$ cat config.mk
export PLATFORM = sky130hd
export DESIGN_NAME = icsp_command_shifter
export DESIGN_NICKNAME = d
export VERILOG_FILES = /design/src/design/ics_pkg.sv /design/src/design/icsp_command_shifter.sv /design/src/design/ics_front.sv /design/src/design/ics_queue.sv /design/src/design/ics_back.sv
export SDC_FILE = /design/constraint.sdc
export NUM_CORES = 1
export LEC_CHECK = 0
export BUFFER_PORTS_ARGS = -buffer_cell sky130_fd_sc_hd__buf_2
export CORE_MARGIN = 4
export CORE_UTILIZATION = 35
export CTS_CLUSTER_DIAMETER = 30
export DETAILED_ROUTE_END_ITERATION = 12
export PLACE_DENSITY_LB_ADDON = 0.05
export SYNTH_ARGS = -nofsm -noshare
export SYNTH_HDL_FRONTEND = slang
export SYNTH_SLANG_ARGS = --single-unit
export TNS_END_PERCENT = 20
$ cat constraint.sdc
create_clock -name clk -period 3.4 [get_ports clk]
set_input_delay 0.17 -clock clk [delete_from_list [all_inputs] [get_ports clk]]
set_output_delay 0.17 -clock clk [all_outputs]
set_load 0.03 [all_outputs]
$ cat src/design/ics_pkg.sv
package ics_pkg;

    localparam int CMD_BITS  = 6;
    localparam int DATA_BITS = 14;
    localparam int WAIT_BITS = 16;
    localparam int PULSE_BITS = 5;

    localparam logic [PULSE_BITS-1:0] LAST_CMD_PULSE   = 5'd5;
    localparam logic [PULSE_BITS-1:0] START_PULSE      = 5'd6;
    localparam logic [PULSE_BITS-1:0] FIRST_DATA_PULSE = 5'd7;
    localparam logic [PULSE_BITS-1:0] LAST_DATA_PULSE  = 5'd20;
    localparam logic [PULSE_BITS-1:0] STOP_PULSE       = 5'd21;

    localparam logic [CMD_BITS-1:0] OP_LOAD_CONFIG = 6'b000000;
    localparam logic [CMD_BITS-1:0] OP_LOAD_PROG   = 6'b000010;
    localparam logic [CMD_BITS-1:0] OP_LOAD_DATA   = 6'b000011;
    localparam logic [CMD_BITS-1:0] OP_READ_PROG   = 6'b000100;
    localparam logic [CMD_BITS-1:0] OP_READ_DATA   = 6'b000101;
    localparam logic [CMD_BITS-1:0] OP_INC_ADDR    = 6'b000110;
    localparam logic [CMD_BITS-1:0] OP_RESET_ADDR  = 6'b010110;
    localparam logic [CMD_BITS-1:0] OP_BEGIN_PROG  = 6'b001000;
    localparam logic [CMD_BITS-1:0] OP_END_PROG    = 6'b001110;
    localparam logic [CMD_BITS-1:0] OP_ERASE_PROG  = 6'b001001;
    localparam logic [CMD_BITS-1:0] OP_ERASE_DATA  = 6'b001011;

    localparam logic [1:0] REG_PROG_WAIT_DATA = 2'd0;
    localparam logic [1:0] REG_PROG_WAIT_CODE = 2'd1;
    localparam logic [1:0] REG_ERASE_WAIT     = 2'd2;
    localparam logic [1:0] REG_DISCHARGE_WAIT = 2'd3;

    localparam logic [WAIT_BITS-1:0] RST_PROG_WAIT_DATA = 16'd120;
    localparam logic [WAIT_BITS-1:0] RST_PROG_WAIT_CODE = 16'd80;
    localparam logic [WAIT_BITS-1:0] RST_ERASE_WAIT     = 16'd200;
    localparam logic [7:0]           RST_DISCHARGE_WAIT = 8'd100;

    typedef enum logic [1:0] {
        KIND_PLAIN,
        KIND_LOAD,
        KIND_READ
    } cmd_kind_t;

    typedef struct packed {
        logic [CMD_BITS-1:0]  op;
        cmd_kind_t            kind;
        logic [DATA_BITS-1:0] word;
        logic [DATA_BITS-1:0] tgt;
        logic [WAIT_BITS-1:0] wait_amount;
        logic                 wait_short;
    } cmd_t;

endpackage

$ cat src/design/icsp_command_shifter.sv
// The first pulse of a command is written into the queue when the request is taken, and then into the output register.
// One pulse per cycle while the output is not stalled; load and read commands send 22 pulses, others 6.
// The serializer's pulse counter sets that rate, and a two-entry queue decouples the decoder.
// Unknown command codes are consumed without entering the queue and produce no pulses.
// Reset clears the queue, the output valid flag, the pulse counter and the pending-data flag, and restores the waits.
module icsp_command_shifter
(
    input  logic                           clk,
    input  logic                           rst_n,
    input  logic                           in_valid,
    output logic                           in_stall,
    input  logic [ics_pkg::CMD_BITS-1:0]   op,
    input  logic [ics_pkg::DATA_BITS-1:0]  data_word,
    input  logic [ics_pkg::DATA_BITS-1:0]  target_data,
    output logic                           out_valid,
    input  logic                           out_stall,
    output logic                           pin_level,
    output logic                           pin_driven,
    output logic                           last_pulse,
    output logic [ics_pkg::DATA_BITS-1:0]  read_word,
    output logic [ics_pkg::WAIT_BITS-1:0]  wait_amount,
    output logic                           wait_short,
    input  logic                           cfg_valid,
    output logic                           cfg_ready,
    input  logic [1:0]                     cfg_index,
    input  logic [15:0]                    cfg_data
);

    logic          q_full;
    logic          push;
    logic          pop;
    logic          q_valid;
    ics_pkg::cmd_t push_cmd;
    ics_pkg::cmd_t q_cmd;

    assign cfg_ready = 1'b1;
    assign in_stall  = q_full;

    ics_front u_front
    (
        .clk         (clk),
        .rst_n       (rst_n),
        .in_valid    (in_valid),
        .q_full      (q_full),
        .op          (op),
        .data_word   (data_word),
        .target_data (target_data),
        .cfg_write   (cfg_valid && cfg_ready),
        .cfg_index   (cfg_index),
        .cfg_data    (cfg_data),
        .push        (push),
        .push_cmd    (push_cmd)
    );

    ics_queue u_queue
    (
        .clk      (clk),
        .rst_n    (rst_n),
        .push     (push),
        .push_cmd (push_cmd),
        .pop      (pop),
        .full     (q_full),
        .q_valid  (q_valid),
        .q_cmd    (q_cmd)
    );

    ics_back u_back
    (
        .clk         (clk),
        .rst_n       (rst_n),
        .q_valid     (q_valid),
        .q_cmd       (q_cmd),
        .pop         (pop),
        .out_valid   (out_valid),
        .out_stall   (out_stall),
        .pin_level   (pin_level),
        .pin_driven  (pin_driven),
        .last_pulse  (last_pulse),
        .read_word   (read_word),
        .wait_amount (wait_amount),
        .wait_short  (wait_short)
    );

endmodule

$ cat src/design/ics_front.sv
module ics_front
(
    input  logic                           clk,
    input  logic                           rst_n,
    input  logic                           in_valid,
    input  logic                           q_full,
    input  logic [ics_pkg::CMD_BITS-1:0]   op,
    input  logic [ics_pkg::DATA_BITS-1:0]  data_word,
    input  logic [ics_pkg::DATA_BITS-1:0]  target_data,
    input  logic                           cfg_write,
    input  logic [1:0]                     cfg_index,
    input  logic [15:0]                    cfg_data,
    output logic                           push,
    output ics_pkg::cmd_t                  push_cmd
);

    logic [15:0] prog_wait_data_reg;
    logic [15:0] prog_wait_code_reg;
    logic [15:0] erase_wait_reg;
    logic [7:0]  discharge_wait_reg;
    logic        pending_reg;
    logic        pending_next;
    logic        known;
    logic        accept;

    assign accept = in_valid && !q_full;
    assign push   = accept && known;

    always_comb
    begin
        known                = 1'b1;
        pending_next         = pending_reg;
        push_cmd.op          = op;
        push_cmd.kind        = ics_pkg::KIND_PLAIN;
        push_cmd.word        = data_word;
        push_cmd.tgt         = target_data;
        push_cmd.wait_amount = '0;
        push_cmd.wait_short  = 1'b0;
        unique case (op)
            ics_pkg::OP_LOAD_CONFIG, ics_pkg::OP_LOAD_PROG:
            begin
                push_cmd.kind = ics_pkg::KIND_LOAD;
                pending_next  = 1'b0;
            end
            ics_pkg::OP_LOAD_DATA:
            begin
                push_cmd.kind = ics_pkg::KIND_LOAD;
                pending_next  = 1'b1;
            end
            ics_pkg::OP_READ_PROG, ics_pkg::OP_READ_DATA:
            begin
                push_cmd.kind = ics_pkg::KIND_READ;
            end
            ics_pkg::OP_INC_ADDR, ics_pkg::OP_RESET_ADDR:
            begin
                push_cmd.kind = ics_pkg::KIND_PLAIN;
            end
            ics_pkg::OP_BEGIN_PROG:
            begin
                push_cmd.wait_amount = pending_reg ? prog_wait_data_reg : prog_wait_code_reg;
                pending_next         = 1'b0;
            end
            ics_pkg::OP_END_PROG:
            begin
                push_cmd.wait_amount = {8'd0, discharge_wait_reg};
                push_cmd.wait_short  = 1'b1;
            end
            ics_pkg::OP_ERASE_PROG, ics_pkg::OP_ERASE_DATA:
            begin
                push_cmd.wait_amount = erase_wait_reg;
            end
            default:
            begin
                known = 1'b0;
            end
        endcase
    end

    always_ff @(posedge clk or negedge rst_n)
    begin
        if (!rst_n)
        begin
            prog_wait_data_reg <= ics_pkg::RST_PROG_WAIT_DATA;
            prog_wait_code_reg <= ics_pkg::RST_PROG_WAIT_CODE;
            erase_wait_reg     <= ics_pkg::RST_ERASE_WAIT;
            discharge_wait_reg <= ics_pkg::RST_DISCHARGE_WAIT;
            pending_reg        <= 1'b0;
        end
        else
        begin
            if (push)
            begin
                pending_reg <= pending_next;
            end
            if (cfg_write)
            begin
                unique case (cfg_index)
                    ics_pkg::REG_PROG_WAIT_DATA: prog_wait_data_reg <= cfg_data;
                    ics_pkg::REG_PROG_WAIT_CODE: prog_wait_code_reg <= cfg_data;
                    ics_pkg::REG_ERASE_WAIT:     erase_wait_reg     <= cfg_data;
                    ics_pkg::REG_DISCHARGE_WAIT: discharge_wait_reg <= cfg_data[7:0];
                    default:                     ;
                endcase
            end
        end
    end

endmodule

$ cat src/design/ics_queue.sv
module ics_queue
(
    input  logic          clk,
    input  logic          rst_n,
    input  logic          push,
    input  ics_pkg::cmd_t push_cmd,
    input  logic          pop,
    output logic          full,
    output logic          q_valid,
    output ics_pkg::cmd_t q_cmd
);

    ics_pkg::cmd_t entry_reg [2];
    logic          wr_ptr_reg;
    logic          rd_ptr_reg;
    logic [1:0]    count_reg;

    assign full    = (count_reg == 2'd2);
    assign q_valid = (count_reg != 2'd0);
    assign q_cmd   = entry_reg[rd_ptr_reg];

    always_ff @(posedge clk)
    begin
        if (push)
        begin
            entry_reg[wr_ptr_reg] <= push_cmd;
        end
    end

    always_ff @(posedge clk or negedge rst_n)
    begin
        if (!rst_n)
        begin
            wr_ptr_reg <= 1'b0;
            rd_ptr_reg <= 1'b0;
            count_reg  <= 2'd0;
        end
        else
        begin
            if (push)
            begin
                wr_ptr_reg <= !wr_ptr_reg;
            end
            if (pop)
            begin
                rd_ptr_reg <= !rd_ptr_reg;
            end
            unique case ({push, pop})
                2'b10:   count_reg <= count_reg + 2'd1;
                2'b01:   count_reg <= count_reg - 2'd1;
                default: count_reg <= count_reg;
            endcase
        end
    end

endmodule

$ cat src/design/ics_back.sv
module ics_back
(
    input  logic                           clk,
    input  logic                           rst_n,
    input  logic                           q_valid,
    input  ics_pkg::cmd_t                  q_cmd,
    output logic                           pop,
    output logic                           out_valid,
    input  logic                           out_stall,
    output logic                           pin_level,
    output logic                           pin_driven,
    output logic                           last_pulse,
    output logic [ics_pkg::DATA_BITS-1:0]  read_word,
    output logic [ics_pkg::WAIT_BITS-1:0]  wait_amount,
    output logic                           wait_short
);

    logic [ics_pkg::PULSE_BITS-1:0] cnt_reg;
    logic [ics_pkg::PULSE_BITS-1:0] data_idx;
    logic [ics_pkg::CMD_BITS-1:0]   op_shift;
    logic [ics_pkg::DATA_BITS-1:0]  word_shift;
    logic                           out_valid_reg;
    logic                           level_reg;
    logic                           driven_reg;
    logic                           last_reg;
    logic [ics_pkg::DATA_BITS-1:0]  read_word_reg;
    logic [ics_pkg::WAIT_BITS-1:0]  wait_reg;
    logic                           short_reg;
    logic                           can_load;
    logic                           step;
    logic                           in_cmd;
    logic                           in_data;
    logic                           level_next;
    logic                           driven_next;
    logic                           last_next;

    assign can_load   = !out_valid_reg || !out_stall;
    assign step       = can_load && q_valid;
    assign pop        = step && last_next;

    assign in_cmd     = (cnt_reg <= ics_pkg::LAST_CMD_PULSE);
    assign in_data    = (cnt_reg >= ics_pkg::FIRST_DATA_PULSE)
                        && (cnt_reg <= ics_pkg::LAST_DATA_PULSE);
    assign data_idx   = cnt_reg - ics_pkg::FIRST_DATA_PULSE;
    assign op_shift   = q_cmd.op >> cnt_reg[2:0];
    assign word_shift = q_cmd.word >> data_idx[3:0];

    always_comb
    begin
        if (q_cmd.kind == ics_pkg::KIND_PLAIN)
        begin
            last_next = (cnt_reg == ics_pkg::LAST_CMD_PULSE);
        end
        else
        begin
            last_next = (cnt_reg == ics_pkg::STOP_PULSE);
        end
        driven_next = in_cmd || (q_cmd.kind == ics_pkg::KIND_LOAD);
        priority if (in_cmd)
        begin
            level_next = op_shift[0];
        end
        else if (in_data && q_cmd.kind == ics_pkg::KIND_LOAD)
        begin
            level_next = word_shift[0];
        end
        else
        begin
            level_next = 1'b0;
        end
    end

    always_ff @(posedge clk)
    begin
        if (step)
        begin
            level_reg     <= level_next;
            driven_reg    <= driven_next;
            read_word_reg <= (last_next && q_cmd.kind == ics_pkg::KIND_READ) ? q_cmd.tgt : '0;
            wait_reg      <= last_next ? q_cmd.wait_amount : '0;
            short_reg     <= last_next && q_cmd.wait_short;
        end
    end

    always_ff @(posedge clk or negedge rst_n)
    begin
        if (!rst_n)
        begin
            cnt_reg       <= '0;
            out_valid_reg <= 1'b0;
            last_reg      <= 1'b0;
        end
        else if (can_load)
        begin
            out_valid_reg <= q_valid;
            if (step)
            begin
                last_reg <= last_next;
                cnt_reg  <= last_next ? '0 : cnt_reg + ics_pkg::PULSE_BITS'(1);
            end
        end
    end

    assign out_valid   = out_valid_reg;
    assign pin_level   = level_reg;
    assign pin_driven  = driven_reg;
    assign last_pulse  = last_reg;
    assign read_word   = read_word_reg;
    assign wait_amount = wait_reg;
    assign wait_short  = short_reg;

    a_cnt_range: assert property (@(posedge clk) disable iff (!rst_n)
        cnt_reg <= ics_pkg::STOP_PULSE)
        else $error("pulse counter out of range");

    a_cnt_restart: assert property (@(posedge clk) disable iff (!rst_n)
        pop |=> cnt_reg == '0)
        else $error("pulse counter did not restart after the final pulse");

    a_tail_only_last: assert property (@(posedge clk) disable iff (!rst_n)
        out_valid_reg && !last_reg |-> wait_reg == '0 && read_word_reg == '0 && !short_reg)
        else $error("wait or read data on a pulse that is not the final one");

    a_released_low: assert property (@(posedge clk) disable iff (!rst_n)
        out_valid_reg && !driven_reg |-> !level_reg)
        else $error("level driven while the pin is released");

endmodule
Word level (Yosys, flattened, before mapping)

Memories as Yosys holds them, arrays and structs flattened.
Index checks and enable logic that the tools add are counted.

Reductions and logical operators: 32
Divide/modulo/power cells: 0
Equal/unequal tests: 20
Bitwise operators: 0
Multiply operators: 0
Shifts and indexed selects: 2
Mux-type cells: 13
$lt $le $gt $ge: 3
Add/sub/neg operators: 4

Operators by type and width:

| kind                                                | count |
|---|---|
| case mux 16 bit (3 select lines)                    | 1 |
| == test 6 x 4 -> 1 bit, second input constant       | 4 |
| == test 6 x 3 -> 1 bit, second input constant       | 3 |
| 2-to-1 mux 16 bit                                   | 1 |
| right shift 14 x 4 -> 1 bit                         | 1 |
| == test 6 x 2 -> 1 bit, second input constant       | 2 |
| AND reduction 2 bit                                 | 6 |
| OR reduction 11 bit                                 | 1 |
| == test 2 bit, second input constant                | 5 |
| logical AND 1 bit                                   | 8 |
| case mux 2 bit (2 select lines)                     | 2 |
| 2-to-1 mux 1 bit                                    | 7 |
| == test 2 x 1 -> 1 bit, second input constant       | 3 |
| == test 6 x 5 -> 1 bit, second input constant       | 1 |
| zero test 6 bit                                     | 1 |
| nonzero test 2 bit                                  | 3 |
| OR reduction 3 bit                                  | 2 |
| right shift 6 x 3 -> 1 bit                          | 1 |
| adder 5 x 1 -> 5 bit, second input constant         | 1 |
| == test 5 x 3 -> 1 bit, second input constant       | 1 |
| == test 5 bit, second input constant                | 1 |
| >= comparator 5 x 3 -> 1 bit, second input constant | 1 |
| <= comparator 5 x 3 -> 1 bit, second input constant | 1 |
| <= comparator 5 bit, second input constant          | 1 |
| 9 further kinds                                     | 16 |

Input bits: 57
Memories: 1
ROM bits: 0
Register bits: 101
Bits in latches: 0
Bits in writable memories: 106

Memories:

| memory            | depth | width | read ports | clocked after Yosys merged registers in | write ports | RTL line        | text |
|---|---|---|---|---|---|---|---|
| u_queue.entry_reg | 2     | 53    | 1          | 0                                       | 1           | ics_queue.sv:13 | `ics_pkg::cmd_t entry_reg [2];` |

Depth between registers and ports, before layout

Gate-level depths: netlist (run 1).

Word-level depth: 6
Mapped depth: 10
Gate-level depth less buffers: 10

Hierarchy

From an unflattened synthesis (run 1), not the netlist that was laid out.

Cells, all modules: 546
Area total of the unflattened synthesis: 9141.3 µm²

Modules (own cells, without submodules):

| module               | cells each | sequential area each (µm²) | instances | area each (µm²) |
|---|---|---|---|---|
| ics_queue            | 181        | 3283.1                     | 1         | 4261.6 |
| ics_front            | 228        | 1441.4                     | 1         | 3019.1 |
| ics_back             | 135        | 1166.1                     | 1         | 1849.3 |
| icsp_command_shifter | 2          | 0.0                        | 1         | 11.3 |

Worst setup path before layout (run 1)

Ideal clock, no wire load.

Kind: in2reg
Start: input port op[3] in the netlist's numbering
End: memory u_queue.entry_reg[0][0] in the netlist's numbering (enable)
Required time: 2936 ps
Arrival time: 3224 ps
Setup time: 464 ps
Stages: 6
Buffers on the path: 1
Path slack: -288 ps
Path through: clkbuf_1 -> xor2_1 -> a21oi_1 -> a21oi_1 -> o21ai_0 -> nor2_1

Word-level cells in the longest chain between the ends: 6
Elaborated cells on any way between the ends: 16

Ends and longest elaborated chain:

| element                                              | RTL line                   | text |
|---|---|---|
| start, declared                                      | icsp_command_shifter.sv:12 | `input logic [ics_pkg::CMD_BITS-1:0] op,` |
| == test 6 x 3 -> 1 bit, or another cell as far along | ics_front.sv:39            | `unique case (op)` |
| OR reduction 11 bit (no source line) (*)             | -                          |  |
| 2-to-1 mux 1 bit (*)                                 | ics_front.sv:39            |  |
| logical AND 1 bit (*)                                | ics_front.sv:27            | `assign push = accept && known;` |
| 2-to-1 mux 1 bit (*)                                 | ics_queue.sv:24            | `if (push)` |
| 2-to-1 mux 1 bit (not written as such) (*)           | ics_queue.sv:26            | `entry_reg[wr_ptr_reg] <= push_cmd;` |
| end, declared                                        | ics_queue.sv:13            |  |

Every way passes the cells marked *; elsewhere a longest branch is shown, timed or not.

Final worst setup path (run 1)

Start: register u_back.cnt_reg[0] in the netlist's numbering
End: register u_back.level_reg (netlist: u_back.pin_level) (data pin)

Word-level cells in the longest chain between the ends: 5
Elaborated cells on any way between the ends: 10

Ends and longest elaborated chain:

| element                                                           | RTL line       | text |
|---|---|---|
| start, declared                                                   | ics_back.sv:18 | `logic [ics_pkg::PULSE_BITS-1:0] cnt_reg;` |
| start signal, assigned                                            | ics_back.sv:99 | `cnt_reg <= last_next ? '0 : cnt_reg + ics_pkg::PULSE_BITS'(1);` |
| branches (longest 4 deep; another with subtractor 4 x 3 -> 4 bit) | -              |  |
| 2-to-1 mux 1 bit (*)                                              | ics_back.sv:59 | `priority if (in_cmd)` |
| net u_back.level_next                                             | ics_back.sv:33 | `logic level_next;` |
| end signal, assigned                                              | ics_back.sv:77 | `level_reg <= level_next;` |
| end, declared                                                     | ics_back.sv:23 | `logic level_reg;` |

Mark *: on every way through the listed nets, which the timed path passes.
A chain may end at the register's enable or synchronous reset.

==> results.sh, run 1 <==
export IMPL_grt_use_total_pct=14.0
export IMPL_grt_pass1_vias=5403
export IMPL_fmax_ghz=0.431
export IMPL_min_delay_start="in_valid"
export IMPL_drt_initial_drc_count=212
export IMPL_r2r_worst_path_cells=7
export IMPL_timing_hold_ws_ns=0.0702
export IMPL_syn_area_sq_um=8320
export IMPL_clock_sinks=207
export IMPL_die_area_sq_um=26300
export IMPL_ioPinCount=94
export IMPL_place_area_sq_um=9170
export IMPL_dpl_hpwl_um=11200
export IMPL_finalClockSkew_ns=0.00866
export IMPL_core_sq_um=23400
export IMPL_syn_nets=584
export IMPL_status="completed"
export IMPL_swShare_pct=27.8
export IMPL_synth_main_ff_cell="edfxtp_1"
export IMPL_cp_start_kind="register"
export IMPL_critPathMaxFanout=16
export IMPL_setup_viol=0
export IMPL_rows=56
export IMPL_finalHoldViolations=0
export IMPL_cts_buffer_depth=3
export IMPL_regToRegSetupSlack_ns=1.08
export IMPL_place_inst=922
export IMPL_p_clk_share_pct=46.1
export IMPL_drv_slew=0
export IMPL_grt_first_pass_wirelength_um=29000
export IMPL_timing_rr_start="u_back.cnt_reg[0]"
export IMPL_cts_resized=0
export IMPL_min_path_type="primary input to register"
export IMPL_cts_tree="done"
export IMPL_setup_slack_ns=1.08
export IMPL_drive_above_1_share_pct=35.8
export IMPL_final_antenna_net_count=0
export IMPL_synth_edff_count=139
export IMPL_internal_power_mw=6.91
export IMPL_vias=4969
export IMPL_syn_inst=523
export IMPL_largest_register_ffs=106
export IMPL_cts_buffers=46
export IMPL_vdd_ir_drop_max_v=0.000338
export IMPL_ys_seq_area_share_pct=70.8
export IMPL_insertedDiodeCount=0
export IMPL_ys_seq_elements=207
export IMPL_die_w_um=162
export IMPL_wl_per_cell_um=16.9
export IMPL_h_tree_depth=2
export IMPL_rr_endpoint="u_back.pin_level"
export IMPL_antenna_found_initial=0
export IMPL_leakage_nw=4.51
export IMPL_finalWeightedCongestion=0.749
export IMPL_viasPerCell=4.69
export IMPL_final_cell_mix="139 x edfxtp_1, 92 x buf_2, 56 x mux2_2"
export IMPL_rsz0062_at_grt="no"
export IMPL_post_place_ws_ns=0.964
export IMPL_critPathKind="register to register"
export IMPL_p_switching_mw=2.65
export IMPL_power_density_nw_per_um2=847
export IMPL_overflow=0
export IMPL_port_buffer_count=92
export IMPL_synthDistinctLibCells=47
export IMPL_syn_to_final_growth_pct=35.7
export IMPL_worst_skew_pair_late_latency_ns=0.51
export IMPL_avgSynthCellArea_sq_um=15.9
export IMPL_critPathArrivalTime_ns=2.57
export IMPL_async_reset_ff_share_pct=32.9
export IMPL_maxCapViolCount=0
export IMPL_die_y_um=162
export IMPL_start_util_pct=35.5
export IMPL_yosys_warnings=0
export IMPL_firstDrtPassIters=4
export IMPL_finalCritPeriodShare_pct=68.2
export IMPL_min_path_cells=4
export IMPL_tightestPinTransition_ns=1.03
export IMPL_relSlewSlack_pct=31.2
export IMPL_p_comb_share_pct=17.8
export IMPL_final_common_cell="edfxtp_1"
export IMPL_fin_crit_ns=2.32
export IMPL_clk_pin_slew_ns=0.05
export IMPL_grt_max_degree=51
export IMPL_clockRootBuffer="clkbuf_16"
export IMPL_finish_instance_area_sq_um=11300
export IMPL_seqPwrFrac_pct=36.0
export IMPL_fin_cells=1060
export IMPL_cts_setup_buffers=0
export IMPL_setup_worst_path_end_class="register"
export IMPL_nNetsFinal=764
export IMPL_finalWirelength_um=17900
export IMPL_holdPathEnd="u_front.pending_reg"
export IMPL_post_route_drc_count=0
export IMPL_cp_data_required_time_ns=3.65
==> logic make-up (layout without fill, tap and decap cells) <==
kind of cell	after synthesis	count (layout)	share of synthesized area [%]
xor gates and xnor gates	9	9	0.948
AOI/OAI and AO/OA	48	48	3.93
and+or+nand+nor	105	105	5.75
buffers and inverters	33	251	1.88
other	1	1	0.0451
muxes	116	116	16.0
adders and majority gates	4	4	0.602
DFF	207	207	70.8
==> synthesized netlist by cell type (2+ instances only) <==
library cell    n  share of area, %
mux2i_1        52               6.3
inv_1           9              0.41
o31ai_1         2              0.18
a31oi_1         4              0.30
a221o_1         6              0.72
nor2_1         54               2.4
buf_6           2              0.27
nand4_1         2              0.15
mux4_2          8               2.2
a21o_1          2              0.18
buf_2           8              0.48
dfstp_2        12               3.8
nor2b_1         2              0.15
ha_1            4              0.60
nand3_1         7              0.42
nor3_1          5              0.30
xor2_1          4              0.42
mux2_2         56               7.6
edfxtp_1      139                50
a21oi_1         4              0.24
nand2_1        20              0.90
clkbuf_1        9              0.41
nand3b_1        2              0.18
xnor2_1         5              0.53
buf_4           2              0.18
dfrtp_1        56                17
buf_1           3              0.14
o21ai_0        19               1.1
nand2b_1        4              0.30
a22o_1          2              0.21
or3_1           2              0.15
a221o_2         2              0.27
==> power groups by stage <==
stage | combinational, mW | clock [mW] | sequential, mW
4_1_cts | 1.75 | 4.51 | 3.46
3_3_place_gp | 1.67 | 0 | 3.48
3_5_place_dp | 1.69 | 0 | 3.50
6_report | 1.71 | 4.41 | 3.44
2_1_floorplan | 1.03 | 0 | 3.62
5_1_grt | 1.87 | 4.66 | 3.50
==> final cells by class <==
class,instances,area [sq um]
multi-input cells,283,2290
clock buffers,54,1270
clock inverters,32,324
inverters,9,33.8
repair buffers,156,1070
well taps,319,399
flip-flops and latches,207,5890
fillers,2077,12100
==> how the worst max path moves through the flow <==
stage | from | end | slack [ns] | depth (start not counted)
after floorplan | op[3] | u_queue.entry_reg[0][0] | -0.29 | 6
after global placement | u_queue.rd_ptr_reg | u_back.read_word[11] | 1.03 | 5
after detailed placement | u_queue.rd_ptr_reg | u_back.read_word[13] | 0.96 | 4
after CTS | u_queue.rd_ptr_reg | u_back.read_word[13] | 0.95 | 4
after global routing | u_queue.rd_ptr_reg | u_back.read_word[6] | 0.79 | 4
final | u_back.cnt_reg[0] | u_back.pin_level | 1.08 | 7
==> timing repair <==
item                                    CTS  global route
endpoints found under the setup margin    0             0
hold buffers                             52             0
hold endpoints to repair                143             0
==> metrics by stage <==
step           power [mW]  TNS, ns  utilization, %
6_report             9.56        0            48.2
3_3_place_gp         5.15        0            39.2
5_1_grt              10.0        0            48.2
4_1_cts              9.72        0            48.2
3_5_place_dp         5.19        0            39.2
2_1_floorplan        4.65   -30.53               -
==> layer usage <==
metal  part of all wire, %  up-vias  track usage, %
li1                      -     2340               -
met1                    42     2491            16.9
met2                    52      111            24.4
met3                   4.6       27            3.65
met4                   1.8        0            4.84
met5                     0        -               0
==> worst max-delay path, cell delays in order (launching register included) <==
cell       delay [ns]
dfrtp_1          0.75
inv_1            0.16
ha_1             0.44
nor2b_1          0.20
a22oi_1          0.11
a31oi_1          0.16
o21ai_0          0.10
o2bb2ai_1        0.13
Note: power is estimated with default switching activity, not from simulation.
==> run 2: changes to the inputs <==
Settings changed: ABC_AREA from default to 1.
Clock period 3.4 ns to 2 ns, I/O delays scaled along.
==> results.sh, run 2 <==
export IMPL_use_met1_pct=18.6
export IMPL_async_reset_ff_share_pct=32.9
export IMPL_viasPerCell=4.60
export IMPL_clk_pin_slew_ns=0.04
export IMPL_swShare_pct=28.7
export IMPL_final_antenna_net_count=0
export IMPL_ys_seq_area_share_pct=70.2
export IMPL_core_sq_um=23500
export IMPL_internal_power_mw=12.3
export IMPL_regToRegSetupSlack_ns=0.16
export IMPL_fin_util_pct=49.4
export IMPL_synth_edff_count=139
export IMPL_fin_crit_ns=1.84
export IMPL_p_total_mw=17.2
export IMPL_place_inst=1130
export IMPL_tightestPinTransition_ns=0.646
export IMPL_die_y_um=163
export IMPL_grt_max_degree=53
export IMPL_finalWeightedCongestion=0.787
export IMPL_syn_nets=789
export IMPL_finalCritPeriodShare_pct=92.0
export IMPL_timing_rr_start="u_back.cnt_reg[1]"
export IMPL_antenna_found_initial=0
export IMPL_clockRootBuffer="clkbuf_16"
export IMPL_firstDrtPassIters=4
export IMPL_r2r_worst_path_cells=12
export IMPL_critPathMaxFanout=4
export IMPL_start_util_pct=35.6
export IMPL_rr_endpoint="u_queue.count_reg[1]"
export IMPL_crit_start="u_back.cnt_reg[1]"
export IMPL_min_delay_start="in_valid"
export IMPL_leakage_nw=4.86
export IMPL_insertedDiodeCount=0
export IMPL_vdd_ir_drop_max_v=0.000718
export IMPL_setup_viol=0
export IMPL_seqPwrFrac_pct=33.2
export IMPL_top_usage_layer="met2"
export IMPL_rows=56
export IMPL_p_switching_mw=4.95
export IMPL_synth_common_cells="200 x nand2_1, 139 x edfxtp_1, 73 x o21ai_0"
export IMPL_maxCapViolCount=0
export IMPL_setup_worst_path_end_class="register"
export IMPL_worst_skew_pair_late_latency_ns=0.52
export IMPL_grt_pass1_vias=6144
export IMPL_critPathArrivalTime_ns=2.24
export IMPL_cts_buffer_depth=3
export IMPL_drv_slew=0
export IMPL_die_area_sq_um=26500
export IMPL_finalWirelength_um=19900
export IMPL_synthDistinctLibCells=35
export IMPL_n_fill_cell=2109
export IMPL_clock_sinks=207
export IMPL_relSlewSlack_pct=56.8
export IMPL_min_path_type="primary input to register"
export IMPL_die_w_um=163
export IMPL_cp_start_kind="register"
export IMPL_yosys_warnings=0
export IMPL_drive_above_1_share_pct=25.3
export IMPL_holdPathEnd="u_front.pending_reg"
export IMPL_synth_main_ff_cell="edfxtp_1"
export IMPL_yosys_top_cells_area="edfxtp_1 50%, dfrtp_1 17%, nand2_1 8.9%"
export IMPL_final_cell_mix="198 x nand2_1, 139 x edfxtp_1, 92 x buf_2"
export IMPL_fin_cells=1273
export IMPL_critPathKind="register to register"
export IMPL_post_route_drc_count=0
export IMPL_finalClockSkew_ns=0.0112
export IMPL_port_buffer_count=92
export IMPL_ioPinCount=94
export IMPL_use_met2_pct=25.7
export IMPL_syn_area_sq_um=8390
export IMPL_synth_top_cell_by_area="edfxtp_1"
export IMPL_wl_per_cell_um=15.6
export IMPL_cts_tree="done"
export IMPL_power_density_nw_per_um2=1480
export IMPL_cts_buffers=49
export IMPL_status="completed"
export IMPL_syn_to_final_growth_pct=38.5
export IMPL_largest_register_ffs=106
export IMPL_grt_first_pass_wirelength_um=31700
export IMPL_p_clk_share_pct=46.7
export IMPL_syn_inst=728
export IMPL_final_common_cell="nand2_1"
export IMPL_nNetsFinal=976
export IMPL_synth_top_area_share_pct=49.8
export IMPL_fmax_ghz=0.543
export IMPL_rsz0062_at_grt="no"
export IMPL_h_tree_depth=2
export IMPL_grt_use_total_pct=15.0
export IMPL_cp_data_required_time_ns=2.40
export IMPL_avgSynthCellArea_sq_um=11.5
export IMPL_overflow=0
export IMPL_use_met3_pct=3.39
export IMPL_synth_most_common_cell="nand2_1"
export IMPL_vias=5860
export IMPL_dpl_hpwl_um=12200
export IMPL_drt_initial_drc_count=271
export IMPL_finalHoldViolations=0
export IMPL_min_path_cells=5
export IMPL_p_comb_share_pct=20.1
export IMPL_ys_seq_elements=207
## run 2: cell types whose count changed after synthesis, moves of 5 or more
| cell | change |
|---|---|
| o211ai_1 | +10 |
| mux2_2 | -48 |
| mux2i_1 | -52 |
| a21oi_1 | +32 |
| inv_1 | +39 |
| nand2_1 | +180 |
| nand3_1 | +35 |
| a221o_1 | -6 |
| a32o_1 | +7 |
| nor2_1 | -30 |
| clkbuf_1 | +5 |
| o21ai_0 | +54 |
| mux4_2 | -8 |
## run 2: critical path, stage by stage (launching register included)
cell     delay [ns]
dfrtp_1        0.38
inv_2          0.08
ha_1           0.17
nand3_1        0.10
nor2_2         0.15
nand2_1        0.07
o21ai_2        0.08
nand2_2        0.10
inv_2          0.08
ha_4           0.20
a21oi_2        0.09
o21ai_1        0.08
xor2_1         0.14
## run 2: layout make-up
| cell class | instances | area [sq um] | share of cell area (%) |
|---|---|---|---|
| clock inverter | 22 | 339 | 2.92 |
| timing repair buffer | 169 | 1230 | 10.6 |
| multi-input combinational | 435 | 2190 | 18.8 |
| sequential | 207 | 5890 | 50.7 |
| inverter | 53 | 208 | 1.79 |
| tap | 319 | 399 | 3.44 |
| clock buffer | 68 | 1360 | 11.7 |
## run 2: kinds of logic after synthesis
group	synth area share, %
and+or+nand+nor	14.2
DFF	70.2
AOI/OAI and AO/OA	9.04
buffers and inverters	4.31
muxes	1.07
xor gates and xnor gates	0.522
adders and majority gates	0.597
other	0.0447
## run 2: power by group through the flow
stage / Clock, mW / Sequential (mW) / Combinational [mW]
2_1_floorplan: 0 / 6.26 / 1.78
3_3_place_gp: 0 / 5.77 / 3.42
3_5_place_dp: 0 / 5.80 / 3.44
4_1_cts: 8.23 / 5.73 / 3.54
5_1_grt: 8.46 / 5.80 / 3.85
6_report: 8.05 / 5.73 / 3.46
## run 2: stage by stage
step	setup WS (ns)	instance area (sq um)	hold slack [ns]	TNS, ns
after floorplan	-0.122	8450	-0.196	-10.00
after global placement	0.148	9390	0.0917	0
after detailed placement	0.119	9390	0.0937	0
after CTS	0.108	11600	0.00503	0
after global routing	0.00825	11600	0.0504	0
final	0.159	11600	0.0267	0
## run 2: how the worst max path moves through the flow
| stage | end | slack [ns] | cells past startpoint |
|---|---|---|---|
| floorplan | u_queue.count_reg[1] | -0.12 | 8 |
| global placement | u_queue.count_reg[1] | 0.15 | 12 |
| finish | u_queue.count_reg[1] | 0.16 | 12 |
| global route | u_queue.count_reg[1] | 0.008 | 12 |
| detailed placement | u_queue.count_reg[1] | 0.12 | 12 |
| CTS | u_queue.count_reg[1] | 0.11 | 12 |
## run 2: what timing repair did
action | CTS | global route
endpoints found under the hold margin | 184 | 0
endpoints found under the setup margin | 0 | 1
hold buffers | 52 | 0
setup buffers | 0 | 1
resized for setup | 0 | 2
## run 2: routing by layer
layer	part of all wire, %	vias up
met4	2.6	0
li1	-	2893
met2	50	136
met5	0	-
met1	43	2789
met3	4.7	42
==> run 3: changes to the inputs <==
--- a/config.mk
+++ b/config.mk
@@ -15,4 +15,5 @@
 export SYNTH_ARGS = -nofsm -noshare
 export SYNTH_HDL_FRONTEND = slang
+export SYNTH_HIERARCHICAL = 1
 export SYNTH_SLANG_ARGS = --single-unit
 export TNS_END_PERCENT = 20
==> constraint.sdc (replaced) <==
create_clock -name clk -period 2 [get_ports clk]
set_input_delay 0.3 -clock clk [delete_from_list [all_inputs] [get_ports clk]]
set_output_delay 0.3 -clock clk [all_outputs]
set_load 0.03 [all_outputs]
==> results.sh, run 3 <==
export IMPL_timing_hold_ws_ns=0.0403
export IMPL_final_antenna_net_count=0
export IMPL_vdd_ir_drop_max_v=0.000810
export IMPL_port_buffer_count=92
export IMPL_cp_start_kind="primary input"
export IMPL_cts_tree="done"
export IMPL_synth_compound_area_share_pct=8.62
export IMPL_critPathKind="primary input to register"
export IMPL_h_tree_depth=2
export IMPL_leakage_nw=5.33
export IMPL_tightestPinTransition_ns=0.605
export IMPL_min_delay_start="out_stall"
export IMPL_drt_initial_drc_count=256
export IMPL_grt_first_pass_wirelength_um=31500
export IMPL_rsz0062_at_grt="yes"
export IMPL_synth_common_cells="200 x nand2_1, 139 x edfxtp_1, 132 x inv_1"
export IMPL_firstDrtPassIters=4
export IMPL_r2r_worst_path_cells=12
export IMPL_start_util_pct=35.8
export IMPL_finalWeightedCongestion=0.755
export IMPL_drive_above_1_share_pct=24.8
export IMPL_async_reset_ff_share_pct=32.9
export IMPL_clock_sinks=207
export IMPL_antenna_found_initial=0
export IMPL_place_inst=1262
export IMPL_p_total_mw=17.6
export IMPL_avgSynthCellArea_sq_um=10.4
export IMPL_rows=58
export IMPL_rr_endpoint="u_queue/count_reg[1]"
export IMPL_die_area_sq_um=28600
export IMPL_post_route_drc_count=0
export IMPL_synth_main_ff_cell="edfxtp_1"
export IMPL_wl_per_cell_um=14.1
export IMPL_syn_to_final_growth_pct=31.2
export IMPL_power_density_nw_per_um2=1480
export IMPL_final_cell_mix="200 x nand2_1, 139 x edfxtp_1, 130 x inv_1"
export IMPL_core_sq_um=25400
export IMPL_finalHoldViolations=0
export IMPL_relSlewSlack_pct=59.5
export IMPL_fmax_ghz=0.522
export IMPL_viasPerCell=4.36
export IMPL_finalWirelength_um=19600
export IMPL_fin_cells=1389
export IMPL_cts_buffers=50
export IMPL_ys_seq_elements=207
export IMPL_synth_mux_area_share_pct=0
export IMPL_setup_worst_path_end_class="register"
export IMPL_grt_pass1_vias=6111
export IMPL_synth_top_family_by_area="simple AND/OR/NAND/NOR gates"
export IMPL_synthDistinctLibCells=33
export IMPL_fin_crit_ns=1.92
export IMPL_yosys_top_cells_area="edfxtp_1 46%, dfrtp_1 15%, nand2_1 8.3%"
export IMPL_drv_slew=0
export IMPL_regToRegSetupSlack_ns=0.14
export IMPL_synth_simple_area_share_pct=14.6
export IMPL_critPathArrivalTime_ns=2.14
export IMPL_status="completed"
export IMPL_crit_start="op[4]"
export IMPL_largest_register_ffs=106
export IMPL_syn_area_sq_um=9090
export IMPL_cts_buffer_depth=3
export IMPL_regArea_sq_um=5890
export IMPL_dpl_hpwl_um=12500
export IMPL_timing_rr_start="u_queue/rd_ptr_reg"
export IMPL_insertedDiodeCount=0
export IMPL_finalCritPeriodShare_pct=95.8
export IMPL_min_path_type="primary input to register"
export IMPL_fin_util_pct=47.0
export IMPL_synth_edff_count=139
export IMPL_nNetsFinal=1079
export IMPL_vias=6052
export IMPL_multiInputGateArea_sq_um=2230
export IMPL_worst_skew_pair_late_latency_ns=0.52
export IMPL_clk_pin_slew_ns=0.04
export IMPL_clockRootBuffer="clkbuf_16"
export IMPL_cp_data_required_time_ns=2.22
export IMPL_overflow=0
export IMPL_ys_seq_area_share_pct=64.8
export IMPL_synthAdderAreaFrac_pct=0.551
export IMPL_die_y_um=169
export IMPL_synth_xor_area_share_pct=0.385
export IMPL_synth_top_area_share_pct=45.9
export IMPL_synth_top_cell_by_area="edfxtp_1"
export IMPL_fin_tns_setup_ns=0
export IMPL_yosys_warnings=6
export IMPL_n_fill_cell=2453
export IMPL_grt_max_degree=69
export IMPL_holdPathEnd="u_back/out_valid"
export IMPL_maxCapViolCount=0
export IMPL_final_common_cell="nand2_1"
export IMPL_setup_viol=0
export IMPL_ioPinCount=94
export IMPL_finalClockSkew_ns=0.00852
export IMPL_synth_most_common_cell="nand2_1"
export IMPL_syn_nets=937
export IMPL_grt_use_total_pct=13.7
export IMPL_min_path_cells=3
export IMPL_die_w_um=169
export IMPL_critPathMaxFanout=10
export IMPL_syn_inst=876
## run 3: cell types whose count changed in the layout (fill, tap and decap cells not counted), sizes merged, moves of 10 or more
cell | before | now
dlygate4sd3 | 52 | 30
clkinv | 10 | 23
o211ai | 10 | 0
a21oi | 37 | 3
o21ai | 78 | 116
inv | 54 | 136
nor2 | 27 | 82
## run 3: final cells by class
cell class,count,area share (%)
Sequential cell,207,49.4
Tap cell,330,3.46
Clock buffer,60,11.2
Timing Repair Buffer,157,9.90
Clock inverter,33,3.03
Inverter,137,4.34
Multi-Input combinational cell,465,18.7
## run 3: metal layers
| metal | wire length (um) | part of all wire [%] | track usage (%) |
|---|---|---|---|
| met5 | 0 | 0 | 0 |
| met4 | 495 | 2.5 | 5.71 |
| met1 | 9250 | 47 | 18.0 |
| met2 | 8970 | 46 | 21.8 |
| met3 | 928 | 4.7 | 3.12 |
## run 3: how the worst max path moves through the flow
stage / end / slack, ns / cells after the start
2_1_floorplan: u_queue/entry_reg[0][0] / -0.18 / 7
3_3_place_gp: u_queue/entry_reg[0][24] / 0.05 / 9
3_5_place_dp: u_queue/entry_reg[0][24] / 0.03 / 9
4_1_cts: u_queue/entry_reg[0][40] / 0.03 / 10
5_1_grt: u_queue/count_reg[1] / -0.03 / 13
6_report: u_queue/entry_reg[0][3] / 0.08 / 11
## run 3: worst max-delay path, stage by stage
cell and delay (ns):
dlygate4sd3_1 0.53, buf_2 0.14, nor2_4 0.17, nand3_1 0.13, nand2_1 0.08, nor2_1 0.06
a21oi_2 0.22, inv_2 0.08, nor2_4 0.10, buf_12 0.14, clkbuf_16 0.17
## run 3: what timing repair did
item                                   in CTS  in global routing
setup endpoints to repair                   0                108
hold buffers                               30                  0
endpoints found under the hold margin     114                  0
gates resized for setup                     0                  5
setup buffers                               0                  1
## run 3: stage by stage
stage                     cell area (sq um)  setup slack [ns]
after floorplan                        9120            -0.176
after global placement                 9830            0.0498
after detailed placement               9830            0.0309
after CTS                             11800            0.0302
after global routing                  11900           -0.0337
final                                 11900            0.0843
## run 3: power breakdown
| part | switching (mW) | internal [mW] | leakage, nW |
|---|---|---|---|
| clock | 2.32 | 5.68 | 0.832 |
| combinational | 2.59 | 1.23 | 2.39 |
| sequential | 0.351 | 5.46 | 2.11 |
| total | 5.26 | 12.4 | 5.33 |
## run 3: cells by family after synthesis
group / Yosys count
compound gates: 134
xor+xnor: 4
fa+ha+maj: 4
buf+inv: 204
flops: 207
other cells: 1
simple gates: 322
